<file path="config.mk">
export PLATFORM = sky130hd
export DESIGN_NAME = cobs_frame_encoder
export DESIGN_NICKNAME = d
export VERILOG_FILES = /design/src/sv/cfe_pkg.sv /design/src/sv/cfe_datapath.sv /design/src/sv/cfe_ctrl.sv /design/src/sv/cobs_frame_encoder.sv
export SDC_FILE = /design/constraint.sdc
export NUM_CORES = 1
export LEC_CHECK = 0
export BUFFER_PORTS_ARGS = -buffer_cell sky130_fd_sc_hd__buf_4
export CORE_UTILIZATION = 61
export CTS_BUF_LIST = sky130_fd_sc_hd__clkbuf_8
export CTS_CLUSTER_DIAMETER = 100
export DETAILED_ROUTE_END_ITERATION = 10
export PLACE_DENSITY_LB_ADDON = 0.15
export SYNTH_ARGS = -nofsm -noshare
export SYNTH_HDL_FRONTEND = slang
export SYNTH_SLANG_ARGS = --single-unit
</file>
<file path="constraint.sdc">
create_clock -name clk_i -period 4.7 [get_ports clk_i]
set_input_delay 0.235 -clock clk_i [delete_from_list [all_inputs] [get_ports clk_i]]
set_output_delay 0.235 -clock clk_i [all_outputs]
set_load 0.02 [all_outputs]
</file>
<file path="src/sv/cfe_pkg.sv">
// Shared types and constants for the COBS frame encoder.
// No dependencies; imported by every other file of the block.
package cfe_pkg;

  localparam int MAX_MESSAGE_BYTES = 62;
  localparam int CODE_W = 7;
  localparam int IDX_W = 6;

  localparam logic [CODE_W-1:0] CODE_EMPTY = 7'h01;
  localparam logic [CODE_W-1:0] CODE_FULL = 7'(MAX_MESSAGE_BYTES + 1);
  localparam logic [7:0] DELIM_BYTE = 8'h00;

  typedef struct packed {
    logic [7:0] data_byte;
    logic       last_byte;
  } in_t;

  typedef struct packed {
    logic [7:0] out_byte;
    logic       frame_end;
  } out_t;

  typedef enum logic [1:0] {
    ST_IDLE,
    ST_CODE,
    ST_DATA,
    ST_DELIM
  } state_e;

  typedef struct packed {
    logic capture;
    logic load_code;
    logic load_data;
    logic load_delim;
    logic end_flush;
  } cmd_t;

  typedef struct packed {
    logic full;
    logic zero_in;
    logic last_in;
    logic code_one;
    logic data_last;
    logic out_free;
    logic extra;
    logic last_q;
  } status_t;

endpackage

</file>
<file path="src/sv/cfe_datapath.sv">
// Datapath of the COBS frame encoder: group buffer, group code, read index,
// pending flags and the output register. Depends on cfe_pkg.
module cfe_datapath import cfe_pkg::*; (
  input  logic    clk_i,
  input  logic    rst_ni,
  input  in_t     in_data_i,
  input  cmd_t    cmd_i,
  output status_t status_o,
  input  logic    out_stall_i,
  output logic    out_valid_o,
  output out_t    out_data_o
);

  logic [7:0]        mem_q [MAX_MESSAGE_BYTES];
  logic [7:0]        rd_data_q;
  logic [CODE_W-1:0] code_q, code_d;
  logic [IDX_W-1:0]  idx_q, idx_d;
  logic              last_q, last_d;
  logic              extra_q, extra_d;
  logic              out_valid_q, out_valid_d;
  out_t              out_q, out_d;
  logic [CODE_W-1:0] count;
  logic [CODE_W-1:0] idx_next;
  logic              full;
  logic              zero_in;
  logic              wr_en;
  logic [IDX_W-1:0]  wr_addr;

  assign full     = code_q >= CODE_FULL;
  assign zero_in  = in_data_i.data_byte == 8'h00;
  assign count    = code_q - CODE_EMPTY;
  assign idx_next = {1'b0, idx_q} + 7'd1;
  assign wr_en    = cmd_i.capture && !full && !zero_in;
  assign wr_addr  = count[IDX_W-1:0];

  always_comb begin
    code_d      = code_q;
    idx_d       = idx_q;
    last_d      = last_q;
    extra_d     = extra_q;
    out_d       = out_q;
    out_valid_d = out_valid_q && out_stall_i;
    if (cmd_i.capture) begin
      last_d  = in_data_i.last_byte;
      extra_d = in_data_i.last_byte && zero_in && !full;
      if (wr_en) begin
        code_d = code_q + 7'd1;
      end
    end
    if (cmd_i.load_code) begin
      out_d       = '{out_byte: {1'b0, code_q}, frame_end: 1'b0};
      out_valid_d = 1'b1;
    end
    if (cmd_i.load_data) begin
      out_d       = '{out_byte: rd_data_q, frame_end: 1'b0};
      out_valid_d = 1'b1;
      idx_d       = idx_next[IDX_W-1:0];
    end
    if (cmd_i.load_delim) begin
      out_d       = '{out_byte: DELIM_BYTE, frame_end: 1'b1};
      out_valid_d = 1'b1;
    end
    if (cmd_i.end_flush) begin
      code_d  = CODE_EMPTY;
      idx_d   = '0;
      extra_d = 1'b0;
    end
  end

  always_ff @(posedge clk_i or negedge rst_ni) begin
    if (!rst_ni) begin
      code_q      <= CODE_EMPTY;
      idx_q       <= '0;
      last_q      <= 1'b0;
      extra_q     <= 1'b0;
      out_valid_q <= 1'b0;
    end else begin
      code_q      <= code_d;
      idx_q       <= idx_d;
      last_q      <= last_d;
      extra_q     <= extra_d;
      out_valid_q <= out_valid_d;
    end
  end

  always_ff @(posedge clk_i) begin
    out_q <= out_d;
  end

  always_ff @(posedge clk_i) begin
    if (wr_en) begin
      mem_q[wr_addr] <= in_data_i.data_byte;
    end
    rd_data_q <= mem_q[idx_d];
  end

  assign status_o = '{
    full:      full,
    zero_in:   zero_in,
    last_in:   in_data_i.last_byte,
    code_one:  code_q == CODE_EMPTY,
    data_last: idx_next == count,
    out_free:  !out_valid_q || !out_stall_i,
    extra:     extra_q,
    last_q:    last_q
  };

  assign out_valid_o = out_valid_q;
  assign out_data_o  = out_q;

endmodule

</file>
<file path="src/sv/cfe_ctrl.sv">
// Controller of the COBS frame encoder: sequences capture, group flushes
// and the closing delimiter. Depends on cfe_pkg.
module cfe_ctrl import cfe_pkg::*; (
  input  logic    clk_i,
  input  logic    rst_ni,
  input  logic    in_valid_i,
  output logic    in_stall_o,
  input  status_t status_i,
  output cmd_t    cmd_o
);

  state_e state_q, state_d;

  always_ff @(posedge clk_i or negedge rst_ni) begin
    if (!rst_ni) begin
      state_q <= ST_IDLE;
    end else begin
      state_q <= state_d;
    end
  end

  always_comb begin
    state_d    = state_q;
    cmd_o      = '0;
    in_stall_o = state_q != ST_IDLE;
    case (state_q)
      ST_IDLE: begin
        if (in_valid_i) begin
          cmd_o.capture = 1'b1;
          if ((!status_i.full && status_i.zero_in) || status_i.last_in) begin
            state_d = ST_CODE;
          end
        end
      end
      ST_CODE: begin
        if (status_i.out_free) begin
          cmd_o.load_code = 1'b1;
          if (status_i.code_one) begin
            cmd_o.end_flush = 1'b1;
            if (status_i.extra) begin
              state_d = ST_CODE;
            end else if (status_i.last_q) begin
              state_d = ST_DELIM;
            end else begin
              state_d = ST_IDLE;
            end
          end else begin
            state_d = ST_DATA;
          end
        end
      end
      ST_DATA: begin
        if (status_i.out_free) begin
          cmd_o.load_data = 1'b1;
          if (status_i.data_last) begin
            cmd_o.end_flush = 1'b1;
            if (status_i.extra) begin
              state_d = ST_CODE;
            end else if (status_i.last_q) begin
              state_d = ST_DELIM;
            end else begin
              state_d = ST_IDLE;
            end
          end
        end
      end
      ST_DELIM: begin
        if (status_i.out_free) begin
          cmd_o.load_delim = 1'b1;
          state_d = ST_IDLE;
        end
      end
      default: begin
        state_d = ST_IDLE;
      end
    endcase
  end

endmodule

</file>
<file path="src/sv/cobs_frame_encoder.sv">
// Top level of the COBS frame encoder: controller plus datapath.
// Depends on cfe_pkg, cfe_ctrl and cfe_datapath.
//
//   channel  direction  handshake               payload
//   in       sink       in_valid_i / in_stall_o  in_data_i  (in_t)
//   out      source     out_valid_o / out_stall_i out_data_o (out_t)
//
// A byte that is only buffered is taken with its request alone.
// A byte that closes a group is followed by the code byte, the data bytes
// and, at frame end, the delimiter, one output byte per cycle from the
// output register while out_stall_i is low.
// Reset returns the group code to one; the buffer itself is not cleared.
// Output stalls hold the controller; input is stalled until the group is sent.
module cobs_frame_encoder import cfe_pkg::*; (
  input  logic clk_i,
  input  logic rst_ni,
  input  logic in_valid_i,
  output logic in_stall_o,
  input  in_t  in_data_i,
  output logic out_valid_o,
  input  logic out_stall_i,
  output out_t out_data_o
);

  cmd_t    cmd;
  status_t status;

  cfe_ctrl u_ctrl (
    .clk_i      (clk_i),
    .rst_ni     (rst_ni),
    .in_valid_i (in_valid_i),
    .in_stall_o (in_stall_o),
    .status_i   (status),
    .cmd_o      (cmd)
  );

  cfe_datapath u_datapath (
    .clk_i       (clk_i),
    .rst_ni      (rst_ni),
    .in_data_i   (in_data_i),
    .cmd_i       (cmd),
    .status_o    (status),
    .out_stall_i (out_stall_i),
    .out_valid_o (out_valid_o),
    .out_data_o  (out_data_o)
  );

endmodule

</file>
* Word level (Yosys, flattened, before mapping) *
Memories as Yosys holds them, arrays and structs flattened. A register that Yosys moved wholly into a read port is not among the register bits.
Index checks and enable logic that the tools add are counted.

operators by class
  $mul = 0
  order comparisons = 1
  bitwise operators = 0
  muxes and demuxes = 35
  reductions and logical operators = 20
  equal/unequal tests = 11
  shifts and indexed selects = 0
  divide/modulo/power cells = 0
  add/subtract/negate cells = 3

operator list
  kind                                                                                  number
  7-bit two-way mux                                                                     3
  2-bit two-way mux                                                                     9
  9-bit two-way mux                                                                     2
  1-bit two-way mux                                                                     17
  6-bit two-way mux                                                                     2
  2-bit inequality test (second input constant)                                         5
  8-bit zero test                                                                       1
  2-bit case mux with 4 select lines                                                    1
  2-bit nonzero test                                                                    4
  6-bit by 1-bit adder with 7-bit output (second input constant)                        1
  7-bit by 1-bit adder with 7-bit output (second input constant)                        1
  7-bit by 1-bit equality test with 1-bit output (second input constant)                1
  7-bit equality test                                                                   1
  7-bit by 6-bit greater-or-equal comparator with 1-bit output (second input constant)  1
  7-bit by 1-bit subtractor with 7-bit output (second input constant)                   1
  1-bit logical AND                                                                     6
  6-bit AND reduction                                                                   1
  2-bit equality test (second input constant)                                           2
  1-bit zero test                                                                       4
  2-bit by 1-bit equality test with 1-bit output (second input constant)                1
  2-bit zero test                                                                       1
  1-bit logical OR                                                                      2
  2-bit by 1-bit inequality test with 1-bit output (second input constant)              1
  1-bit case mux with 2 select lines                                                    1
  2-bit AND reduction                                                                   1

word-level totals
  memory bits (read-only) = 0
  register bits = 27
  RAM bits = 496
  bits of input ports = 13
  logic and storage cells = 79
  memories = 1
  bits in latches = 0

memories
  name              words  bits a word  rd ports  clocked after Yosys merged registers in  wr ports  RTL line            RTL
  u_datapath.mem_q  62     8            1         1                                        1         cfe_datapath.sv:14  logic [7:0] mem_q [MAX_MESSAGE_BYTES];

* Longest topological paths before layout *
Gate-level depths: netlist (run 1).

  depth after elaboration = 7
  depth in mapped cells = 16

* Hierarchy *
From an unflattened synthesis (run 1), not the netlist that was laid out.

unflattened totals
  cell total of the unflattened synthesis = 1897
  area total of the unflattened synthesis = 23621.4 sq um

modules (own cells, without submodules)
  module        instances  area each (sq um)  cells each
  cfe_datapath  1          23357.4            1863
  cfe_ctrl      1          264.0              34

* Least setup slack after synthesis (run 1) *
OpenSTA, ideal clock, no wires.

  path type = reg-to-reg
  from = register u_datapath.code_q[0]
  to = register u_datapath.rd_data_q[3], read port of u_datapath.mem_q
  data required time = 4.584 ns
  buffers on the path = 1
  data arrival time = 3.209 ns
  setup slack = 1.376 ns
  cell stages (with the launch flop) = 14
  cell sequence = dfstp_2 -> inv_1 -> ha_1 -> nor3b_1 -> xnor2_1 -> inv_1 -> nor4_2 -> o21a_4 -> o21ai_1 -> buf_2 -> o22a_1 -> a221oi_1 -> a211oi_1 -> a31o_1

on the way
  word-level cells in the longest chain between the ends = 6
  elaborated cells on any way between the ends = 9
  classes of those cells = 1 x add/sub; 2 x eq/ne; 6 x mux

RTL lines
  item                                         RTL line             RTL
  from (decl)                                  cfe_datapath.sv:16   logic [CODE_W-1:0] code_q, code_d;
  from (signal assigned)                       cfe_datapath.sv:78   code_q <= code_d;
  7-bit by 1-bit subtractor with 7-bit output  cfe_datapath.sv:31   assign count = code_q - CODE_EMPTY;
  7-bit equality test                          cfe_datapath.sv:102  data_last: idx_next == count,
  1-bit two-way mux                            cfe_ctrl.sv:55       if (status_i.data_last) begin
  1-bit two-way mux                            cfe_ctrl.sv:53       if (status_i.out_free) begin
  1-bit case mux with 2 select lines (*)       cfe_ctrl.sv:26       case (state_q)
  6-bit two-way mux (*)                        cfe_datapath.sv:63   if (cmd_i.end_flush) begin
  to (decl)                                    cfe_datapath.sv:15   logic [7:0] rd_data_q;

Every way passes the cells marked *; elsewhere a longest branch is shown, timed or not.
A chain may end at the register's enable or synchronous reset.

* Final worst setup path (run 1) *
  from = register u_datapath.code_q[0]
  to = register u_datapath.rd_data_q[0], read port of u_datapath.mem_q

Same word-level chain as after synthesis.

==> flow_summary.yaml, run 1 <==
status:
  run_status: "complete, no violations"
yosys:
  yosys-top-cells-area: "sky130_fd_sc_hd__edfxtp_1 68%, sky130_fd_sc_hd__mux4_2 4.5%, sky130_fd_sc_hd__nand2_1 3.1%, sky130_fd_sc_hd__mux2i_1 2.2%, sky130_fd_sc_hd__nor2_1 2.2%"
  synthDominantAreaCellType: "sky130_fd_sc_hd__edfxtp_1"
  synth_cells: 1481
  ys.flop_type: "sky130_fd_sc_hd__edfxtp_1"
  synth_async_sr_flop_share: 0.0339
  netlist_area_mm2: 0.0219
  postSynthAreaPerCell_um2: 14.8
  yosysWarningCount: 0
  synthesis.nets: 1503
  ys_ff_latch: 531
  netlist-cell-type-count: 83
  synth_enable_flop_cells: 496
  synth.top_cell.area_share: 0.680
  synth_sequential_area_ratio: 0.717
cts:
  cts.root.buffer_cell: "sky130_fd_sc_hd__clkbuf_8"
  cts_tree: "yes"
  clkSlewWorstSetupHoldPaths_ns: 0.06
  cts_inserted_buffers: 83
  cts-resized-gates: 0
  cts_sinks: 531
  cts-root-to-sink-buffers: 3
  htree_levels: 3
  worst_skew_pair.late_latency_ns: 0.66
sta:
  setup_tns_ns: 0
  finClkSkew_ns: 0.0253
  post-route-period-util: 0.928
  fmaxAchievable_mhz: 229
  final-setup-viol-count: 0
  worst-slew-pin-transition_ns: 1.06
  period_needed_ns: 4.36
  slew_headroom: 0.275
  fin_hold_ws_ns: 0.306
  rsz_0062_raised_after_global_routing: "no"
  worst_slack_ns: 0.340
  finalHoldViolations: 0
  final_max_slew_viol_count: 0
job:
  max_cap_viol: 0
worst_setup_path:
  critical_path.startpoint_type: "flop"
  worst_r2r_path_depth: 13
  arrival_ns: 4.88
  worst_r2r_startpoint: "u_datapath.code_q[0]$_DFFE_PN1P_"
  worst_setup_path_end_kind: "flop"
  timing.rr.end: "u_datapath.rd_data_q[0]$_DFF_P_"
  timing.critical_path.required_ns: 5.22
  setup.worst_path.start: "u_datapath.code_q[0]$_DFFE_PN1P_"
  rrSetupSlack_ns: 0.34
  worstPathMaxFanout: 14
  timing.setup.critical_path_class: "flop to flop"
  crit_end: "u_datapath.rd_data_q[0]$_DFF_P_"
finish:
  final_cell_count_no_fill: 2076
  final_nets: 1577
  layout_cells_sized_above_1: 0.156
  area_growth_pct: 10.5
global_route:
  grt_start_max_net_pins: 64
  antenna_found_initial: 4
  gr-total-overflow: 0
  groute.usage.overall: 0.320
  grt_first_pass_wirelength_um: 83900
  first_global_vias: 12986
placed_design:
  place_worst_setup_slack_ns: 0.440
  gp_congestion: 0.963
  post-place-cells: 1924
  numPortBuffers: 23
  dpl.hpwl_um: 35300
power_and_ir_drop:
  power_frac_comb: 0.373
  total_power_uw: 14200
  switching_share: 0.375
  ir_worst_vdd_mv: 0.497
  power.share.clock: 0.248
  power.leakage_uw: 0.00813
  powerDensity_mw_per_mm2: 588
  power.sequential.fraction: 0.379
  net-switching-power_uw: 5340
  total_internal_power_uw: 8880
min_path:
  instance_count_along_the_most_critical_hold_path: 2
  holdCritPathClass: "input port to flop"
die:
  fp.dieArea_mm2: 0.0366
  row_count: 69
  die_ht_um: 191
  floorplan.die.width_um: 191
  num_io_pins: 24
  core_area_mm2: 0.0354
  floorplan.initialDensity: 0.618
drt:
  detail_route.first_pass.iterations: 6
  detail_route.vias_per_cell: 6.59
  drc: 0
  route.antenna.remaining_nets: 0
  first_iter_violations: 1637
  route.final.wire_length_um: 56900
  route.detailed.wl_per_inst_um: 27.4
  route.vias.total: 13673
-- routing by layer --
layer / wire length, um / GRT usage
met1: 23400 / 0.473
met4: 1470 / 0.103
met5: 0 / 0
met2: 26300 / 0.474
met3: 5690 / 0.0745
-- power by group through the flow --
stage	combinational (uW)	sequential, uW	clock, uW
global route	5580	5400	3760
floorplan	3370	5430	0
CTS	5210	5390	3560
global placement	5150	5480	0
detailed placement	5180	5490	0
finish	5300	5390	3520
-- cells by family (layout without fill, tap and decap cells) --
family | count (synthesis) | after routing | synth area share
xor+xnor | 23 | 23 | 0.00920
buf+inv | 98 | 230 | 0.0214
compound gates | 320 | 320 | 0.100
simple gates | 405 | 405 | 0.0785
mux | 95 | 95 | 0.0687
fa+ha+maj | 9 | 9 | 0.00514
flops | 531 | 531 | 0.717
other cells | 0 | 2 | 0
-- worst max-delay path, stage by stage, from the launching register on --
cell	delay, ns
sky130_fd_sc_hd__dfstp_2	0.62
sky130_fd_sc_hd__inv_1	0.08
sky130_fd_sc_hd__ha_1	0.26
sky130_fd_sc_hd__nor3b_1	0.17
sky130_fd_sc_hd__xnor2_1	0.47
sky130_fd_sc_hd__mux2i_1	0.28
sky130_fd_sc_hd__o32ai_2	0.16
sky130_fd_sc_hd__o21ai_4	0.34
sky130_fd_sc_hd__a21oi_4	0.11
sky130_fd_sc_hd__buf_4	0.22
sky130_fd_sc_hd__a2111oi_0	0.91
sky130_fd_sc_hd__o22ai_1	0.21
sky130_fd_sc_hd__a211oi_1	0.31
sky130_fd_sc_hd__a211oi_1	0.08
-- sequential cells by signal, indices dropped and copies added (netlist names) --
name	count
u_ctrl.state_q	2
u_datapath.mem_q	496
u_datapath.extra_q	1
u_datapath.idx_q	6
u_datapath.out_valid_o	1
u_datapath.out_data_o	9
u_datapath.last_q	1
u_datapath.rd_data_q	8
u_datapath.code_q	7
-- synth_stat cells (all sizes together) (3+ instances only) --
cell type / n
a2111oi: 6
a211oi: 21
a21o: 3
a21oi: 65
a221o: 3
a221oi: 9
a22o: 5
a22oi: 7
a31o: 3
a31oi: 37
and2: 4
and3: 7
buf: 49
clkbuf: 35
dfrtp: 17
dfxtp: 17
edfxtp: 496
ha: 9
inv: 14
mux2i: 49
mux4: 44
nand2: 182
nand3: 41
nor2: 128
nor3: 14
nor4: 11
o211a: 3
o211ai: 14
o21a: 3
o21ai: 82
o221a: 3
o221ai: 8
o22ai: 17
o311ai: 4
o31ai: 7
o41ai: 6
or3: 4
xnor2: 12
xor2: 11
-- placed cells by master (no fill, tap or decap), types with 10 or more instances in the layout --
cell	count
sky130_fd_sc_hd__dfrtp_1	17
sky130_fd_sc_hd__nand3_1	41
sky130_fd_sc_hd__a31oi_1	37
sky130_fd_sc_hd__nor4_1	10
sky130_fd_sc_hd__a21oi_1	60
sky130_fd_sc_hd__dfxtp_1	17
sky130_fd_sc_hd__edfxtp_1	496
sky130_fd_sc_hd__mux4_2	44
sky130_fd_sc_hd__o22ai_1	17
sky130_fd_sc_hd__o211ai_1	14
sky130_fd_sc_hd__nor2_1	127
sky130_fd_sc_hd__buf_4	64
sky130_fd_sc_hd__nand2_1	181
sky130_fd_sc_hd__clkbuf_8	89
sky130_fd_sc_hd__mux2i_1	48
sky130_fd_sc_hd__nor3_1	14
sky130_fd_sc_hd__xor2_1	10
sky130_fd_sc_hd__o21ai_0	79
sky130_fd_sc_hd__a211oi_1	20
sky130_fd_sc_hd__inv_1	44
-- how the worst min path moves through the flow --
stage	to	slack, ns	startpoint
4_1_cts	u_datapath.mem_q[29][0]$_DFFE_PP_	0.29	in_data_i[1]
3_3_place_gp	u_datapath.last_q$_DFFE_PN0P_	0.14	rst_ni
6_report	u_datapath.mem_q[31][7]$_DFFE_PP_	0.31	in_data_i[8]
2_1_floorplan	u_ctrl.state_q[0]$_DFFE_PN0P_	-0.06	rst_ni
3_5_place_dp	u_datapath.last_q$_DFFE_PN0P_	0.14	rst_ni
5_1_grt	u_datapath.mem_q[28][7]$_DFFE_PP_	0.30	in_data_i[8]
-- repair_timing --
item                       CTS  global route
hold buffers                 7             0
setup endpoints to repair    0             0
hold endpoints to repair    22             0
setup buffers                0             0
-- metrics by stage --
stage               utilization  instance area (um2)
floorplan                     -                21900
global placement          0.639                22600
detailed placement        0.639                22600
CTS                       0.683                24200
global route              0.683                24200
finish                    0.683                24200
-- area by class of cell --
type,count,area (um2)
antenna,2,5.00
clock inverter,54,258
timing repair buffer,73,591
tap,461,577
multi-input combinational,852,5790
inverter,14,52.6
clock buffer,89,1220
sequential,531,15700
fill,2433,11200
(Power assumes the default switching activity.)
==> run 2, diff against run 1 <==
==> constraint.sdc (replaced) <==
create_clock -name clk_i -period 4.7 [get_ports clk_i]
set_input_delay 0.47 -clock clk_i [delete_from_list [all_inputs] [get_ports clk_i]]
set_output_delay 0.47 -clock clk_i [all_outputs]
set_load 0.02 [all_outputs]
==> run 2 against run 1 <==
Against the previous run: combinational power about the same; power about the same; die area unchanged; core utilization about the same; register-to-register slack better by 0.02 ns; critical path type unchanged; critical endpoint unchanged; largest cell class unchanged.
==> flow_summary.yaml, run 2 (synthesis results as in run 1) <==
drt:
  first_iter_violations: 1977
  route.final.wire_length_um: 56500
  route.detailed.wl_per_inst_um: 27.2
  detail_route.vias_per_cell: 6.55
  drc: 0
  route.antenna.remaining_nets: 0
  route.vias.total: 13612
  detail_route.first_pass.iterations: 8
placed_design:
  postPlaceCellArea_mm2: 0.0227
  dpl.hpwl_um: 34900
  gp_congestion: 0.951
  numPortBuffers: 23
sta:
  fmaxAchievable_mhz: 231
  finClkSkew_ns: 0.0310
  worst-slew-pin-transition_ns: 0.969
  finalHoldViolations: 0
  post-route-period-util: 0.923
  final_max_slew_viol_count: 0
  final-setup-viol-count: 0
  rsz_0062_raised_after_global_routing: "no"
  period_needed_ns: 4.34
  slew_headroom: 0.337
  setup_tns_ns: 0
power_and_ir_drop:
  power.leakage_uw: 0.00814
  power.share.clock: 0.249
  net-switching-power_uw: 5300
  switching_share: 0.373
  power.sequential.fraction: 0.380
  power_frac_comb: 0.371
  powerDensity_mw_per_mm2: 587
  ir_worst_vdd_mv: 0.438
  total_internal_power_uw: 8910
worst_setup_path:
  timing.critical_path.required_ns: 5.21
  arrival_ns: 4.85
  worstPathMaxFanout: 14
  timing.critical_path.mode_cell: "sky130_fd_sc_hd__a211oi_1"
  worst_setup_path_end_kind: "flop"
  crit_path_cell_trace: "inv_1 -> ha_1 -> nor3b_1 -> xnor2_1 -> mux2i_1 -> o32ai_2 -> o21ai_4 -> a21oi_4 -> buf_4 -> a2111oi_0 -> o22ai_1 -> a211oi_1 -> a211oi_1"
  cpPeakStageDelay_ns: 0.84
  timing.setup.critical_path_class: "flop to flop"
  worst_path_max_delay_cell: "sky130_fd_sc_hd__a2111oi_0"
  critical_path.startpoint_type: "flop"
die:
  core_area_mm2: 0.0354
  row_count: 69
  floorplan.die.width_um: 191
  num_io_pins: 24
  die_ht_um: 191
  floorplan.initialDensity: 0.618
  fp.dieArea_mm2: 0.0366
job:
  max_cap_viol: 0
global_route:
  grt_start_max_net_pins: 64
  gr-total-overflow: 0
  grt_first_pass_wirelength_um: 83400
  antenna_found_initial: 2
  groute.usage.overall: 0.318
  first_global_vias: 13125
cts:
  cts_tree: "yes"
  cts.root.buffer_cell: "sky130_fd_sc_hd__clkbuf_8"
  hold_buffers: 1
  htree_levels: 3
  clkSlewWorstSetupHoldPaths_ns: 0.06
  cts_sinks: 531
  cts_setup_buffers: 0
  cts-root-to-sink-buffers: 3
  cts_inserted_buffers: 83
  cts-resized-gates: 0
  worst_skew_pair.late_latency_ns: 0.65
finish:
  max_flop_register: "u_datapath.mem_q"
  layout_cells_sized_above_1: 0.162
  post_layout_instance_area_mm2: 0.0242
  largest_register_ff_count: 496
  area_growth_pct: 10.5
  commonest_non_fill_non_tap_cells_in_the_layout: "496 x sky130_fd_sc_hd__edfxtp_1, 181 x sky130_fd_sc_hd__nand2_1, 127 x sky130_fd_sc_hd__nor2_1"
  final_nets: 1581
  leading_cell_type_in_the_layout_fill_and_taps_excluded: "sky130_fd_sc_hd__edfxtp_1"
status:
  run_status: "complete, no violations"
min_path:
  holdCritPathClass: "input port to flop"
[run 2: cell types whose count changed in the layout (fill, tap and decap cells not counted), sizes merged]
cell	previous run	this run
diode	2	1
inv	51	43
buf	66	76
bufinv	1	2
dlygate4sd3	7	1
clkinv	14	20
clkbuf	89	88
[run 2: layout make-up]
cell class | count | area (um2)
fillers | 2460 | 11200
flip-flops and latches | 531 | 15700
repair buffers | 77 | 606
clock buffers | 88 | 1210
multi-input cells | 852 | 5790
diodes | 1 | 2.50
well taps | 461 | 577
clock inverters | 53 | 268
inverters | 14 | 52.6
[run 2: worst paths after layout]
check | startpoint | endpoint | slack [ns] | cells after the start
setup / recovery | u_datapath.code_q[0]$_DFFE_PN1P_ | u_datapath.rd_data_q[0]$_DFF_P_ | 0.36 | 13
hold / removal | in_data_i[0] | u_datapath.last_q$_DFFE_PN0P_ | 0.09 | 2
setup reg to reg | u_datapath.code_q[0]$_DFFE_PN1P_ | u_datapath.rd_data_q[0]$_DFF_P_ | 0.36 | 13
hold reg to reg | u_datapath.out_data_o[0]$_SDFFE_PP1P_ | u_datapath.out_data_o[0]$_SDFFE_PP1P_ | 0.46 | 2
max in group asynchronous | rst_ni | u_datapath.code_q[0]$_DFFE_PN1P_ | 4.17 | 2
min in group asynchronous | rst_ni | u_datapath.extra_q$_DFFE_PN0P_ | 0.24 | 2
[run 2: per-stage QoR]
stage / util / instances / total power, uW / hold WS [ns] / worst slack [ns]
after floorplan: - / 1481 / 8800 / 0.174 / 1.38
after global placement: 0.641 / 1934 / 10600 / 0.371 / 0.454
after detailed placement: 0.641 / 1934 / 10700 / 0.374 / 0.478
after CTS: 0.683 / 2076 / 14200 / 0.0619 / 0.451
after global routing: 0.683 / 2077 / 14700 / 0.0917 / 0.223
final: 0.683 / 2077 / 14200 / 0.0858 / 0.363
[run 2: power groups by stage]
stage               combinational, uW  sequential (uW)  clock, uW
finish                           5270             5390       3540
global route                     5550             5400       3780
CTS                              5210             5380       3590
detailed placement               5180             5480          0
global placement                 5150             5480          0
floorplan                        3370             5430          0
[run 2: critical path, delay by kind of cell, from the launching register on]
kind	cells	cell delay, ns
fa+ha+maj	1	0.27
compound gates	7	2.09
flops	1	0.62
simple gates	1	0.17
mux	1	0.27
buf+inv	2	0.30
xor+xnor	1	0.48
[run 2: routing by layer]
metal	GRT usage	vias to the layer above	routed length, um
met5	0	-	0
met3	0.0676	124	5890
met4	0.118	0	1740
li1	-	5900	-
met1	0.469	6808	23100
met2	0.470	780	25800
==> run 3, diff against run 2 <==
==> constraint.sdc (replaced) <==
create_clock -name clk_i -period 5.4 [get_ports clk_i]
set_input_delay 0.54 -clock clk_i [delete_from_list [all_inputs] [get_ports clk_i]]
set_output_delay 0.54 -clock clk_i [all_outputs]
set_load 0.02 [all_outputs]
==> run 3 against run 2 <==
Against the previous run: the run now ends with DRC left; first-iteration DRC count down 16%; core utilization down 0.23 points; sequential power down 13%; fmax down 5.0%; critical path depth unchanged; die area unchanged; highest routed layer unchanged.
==> flow_summary.yaml, run 3 (synthesis results as in run 1) <==
status:
  run_status: "finished with violations"
  failed_checks: "DRC"
power_and_ir_drop:
  total_power_uw: 12400
  power.leakage_uw: 0.00804
  powerDensity_mw_per_mm2: 512
  ir_worst_vdd_mv: 0.380
placed_design:
  gp_congestion: 0.959
  post-place-cells: 1913
  dpl.hpwl_um: 34100
  numPortBuffers: 23
worst_setup_path:
  worst_setup_path_end_kind: "flop"
  timing.setup.critical_path_class: "flop to flop"
  worstPathMaxFanout: 18
  timing.critical_path.required_ns: 5.91
  worst_r2r_path_depth: 13
  arrival_ns: 5.07
  critical_path.startpoint_type: "flop"
global_route:
  grt_util_met2: 0.442
  grt_start_max_net_pins: 63
  grt_use_met3: 0.0727
  grt_util_met1: 0.458
  groute.usage.overall: 0.310
  antenna_found_initial: 0
  grt_most_used_layer: "met1"
  gr-total-overflow: 0
  grt_first_pass_wirelength_um: 81200
  first_global_vias: 12811
finish:
  area_growth_pct: 10.2
  layout_cells_sized_above_1: 0.153
  multi_input_comb_area_mm2: 0.00579
  max_flop_register: "u_datapath.mem_q"
  final_nets: 1560
  leading_cell_type_in_the_layout_fill_and_taps_excluded: "sky130_fd_sc_hd__edfxtp_1"
  diodes: 0
  largest_register_ff_count: 496
  num-fill-cells: 2480
  final_cell_count_no_fill: 2064
  commonest_non_fill_non_tap_cells_in_the_layout: "496 x sky130_fd_sc_hd__edfxtp_1, 181 x sky130_fd_sc_hd__nand2_1, 127 x sky130_fd_sc_hd__nor2_1"
  register_area_mm2: 0.0157
cts:
  cts_tree: "yes"
  cts.root.buffer_cell: "sky130_fd_sc_hd__clkbuf_8"
  cts-root-to-sink-buffers: 3
  clkSlewWorstSetupHoldPaths_ns: 0.07
  cts_sinks: 531
  worst_skew_pair.late_latency_ns: 0.66
  cts_setup_buffers: 0
  htree_levels: 3
  cts_inserted_buffers: 83
die:
  core_area_mm2: 0.0354
  die_ht_um: 191
  row_count: 69
  fp.dieArea_mm2: 0.0366
  floorplan.die.width_um: 191
  num_io_pins: 24
  floorplan.initialDensity: 0.618
sta:
  final_max_slew_viol_count: 0
  fmaxAchievable_mhz: 219
  rsz_0062_raised_after_global_routing: "no"
  finClkSkew_ns: 0.0269
  setup_tns_ns: 0
  slew_headroom: 0.189
  post-route-period-util: 0.845
  finalHoldViolations: 0
  worst-slew-pin-transition_ns: 1.21
  final-setup-viol-count: 0
  fin_hold_ws_ns: 0.155
  period_needed_ns: 4.57
drt:
  route.antenna.remaining_nets: 0
  drc: 2
  detail_route.vias_per_cell: 6.56
  route.vias.total: 13548
  first_iter_violations: 1652
  route.final.wire_length_um: 55000
  detail_route.first_pass.iterations: 9
  route.detailed.wl_per_inst_um: 26.6
job:
  max_cap_viol: 0
min_path:
  holdCritPathClass: "input port to flop"
  instance_count_along_the_most_critical_hold_path: 2
-- run 3: what timing repair did --
action	4_1_cts	5_1_grt
hold endpoints to repair	17	0
resized for setup	0	0
hold buffers	1	0
-- run 3: path summary, 6_finish.rpt --
path / start / end / slack (ns)
worst min-delay path: in_data_i[0] / u_datapath.last_q$_DFFE_PN0P_ / 0.16
worst min register to register: u_datapath.out_data_o[0]$_SDFFE_PP1P_ / u_datapath.out_data_o[0]$_SDFFE_PP1P_ / 0.46
worst max register to register: u_datapath.code_q[0]$_DFFE_PN1P_ / u_datapath.rd_data_q[2]$_DFF_P_ / 0.83
max in group asynchronous: rst_ni / u_datapath.code_q[0]$_DFFE_PN1P_ / 4.79
worst max-delay path: u_datapath.code_q[0]$_DFFE_PN1P_ / u_datapath.rd_data_q[2]$_DFF_P_ / 0.83
min in group asynchronous: rst_ni / u_datapath.idx_q[2]$_DFF_PN0_ / 0.32
-- run 3: report_power, final --
part / switching (uW) / internal (uW) / leakage, uW
clock: 1530 / 1650 / 0.000867
sequential: 105 / 4580 / 0.00482
combinational: 2930 / 1550 / 0.00235
total: 4570 / 7780 / 0.00804
-- run 3: area by class of cell --
type / count / share of cell area
Clock buffer: 91 / 0.0519
Clock inverter: 59 / 0.0127
Inverter: 14 / 0.00218
Multi-Input combinational cell: 852 / 0.240
Sequential cell: 531 / 0.651
Tap cell: 461 / 0.0239
Timing Repair Buffer: 56 / 0.0186
-- run 3: worst max-delay path: stages, from the launching register on --
cell and delay (ns):
sky130_fd_sc_hd__dfstp_2 0.63, sky130_fd_sc_hd__inv_1 0.08, sky130_fd_sc_hd__ha_1 0.27, sky130_fd_sc_hd__nor3b_1 0.18, sky130_fd_sc_hd__xnor2_1 0.44, sky130_fd_sc_hd__inv_1 0.14
sky130_fd_sc_hd__nor4_2 0.52, sky130_fd_sc_hd__o21ai_4 0.20, sky130_fd_sc_hd__a21oi_4 0.53, sky130_fd_sc_hd__inv_2 0.31, sky130_fd_sc_hd__a2111oi_2 0.47, sky130_fd_sc_hd__o221ai_1 0.35
sky130_fd_sc_hd__o211ai_1 0.19, sky130_fd_sc_hd__o31ai_1 0.10
-- run 3: per-layer routing --
metal,wire length [um],up-vias,share of wire
li1,-,5874,-
met1,22500,6731,0.41
met2,24200,805,0.44
met3,5920,138,0.11
met4,2390,0,0.043
met5,0,-,0
-- run 3: metrics by stage --
step	utilization	cell area [um2]	setup slack, ns
floorplan	-	21900	2.08
global placement	0.637	22500	1.14
detailed placement	0.637	22500	1.06
CTS	0.681	24100	1.01
global route	0.681	24100	0.564
finish	0.681	24100	0.835
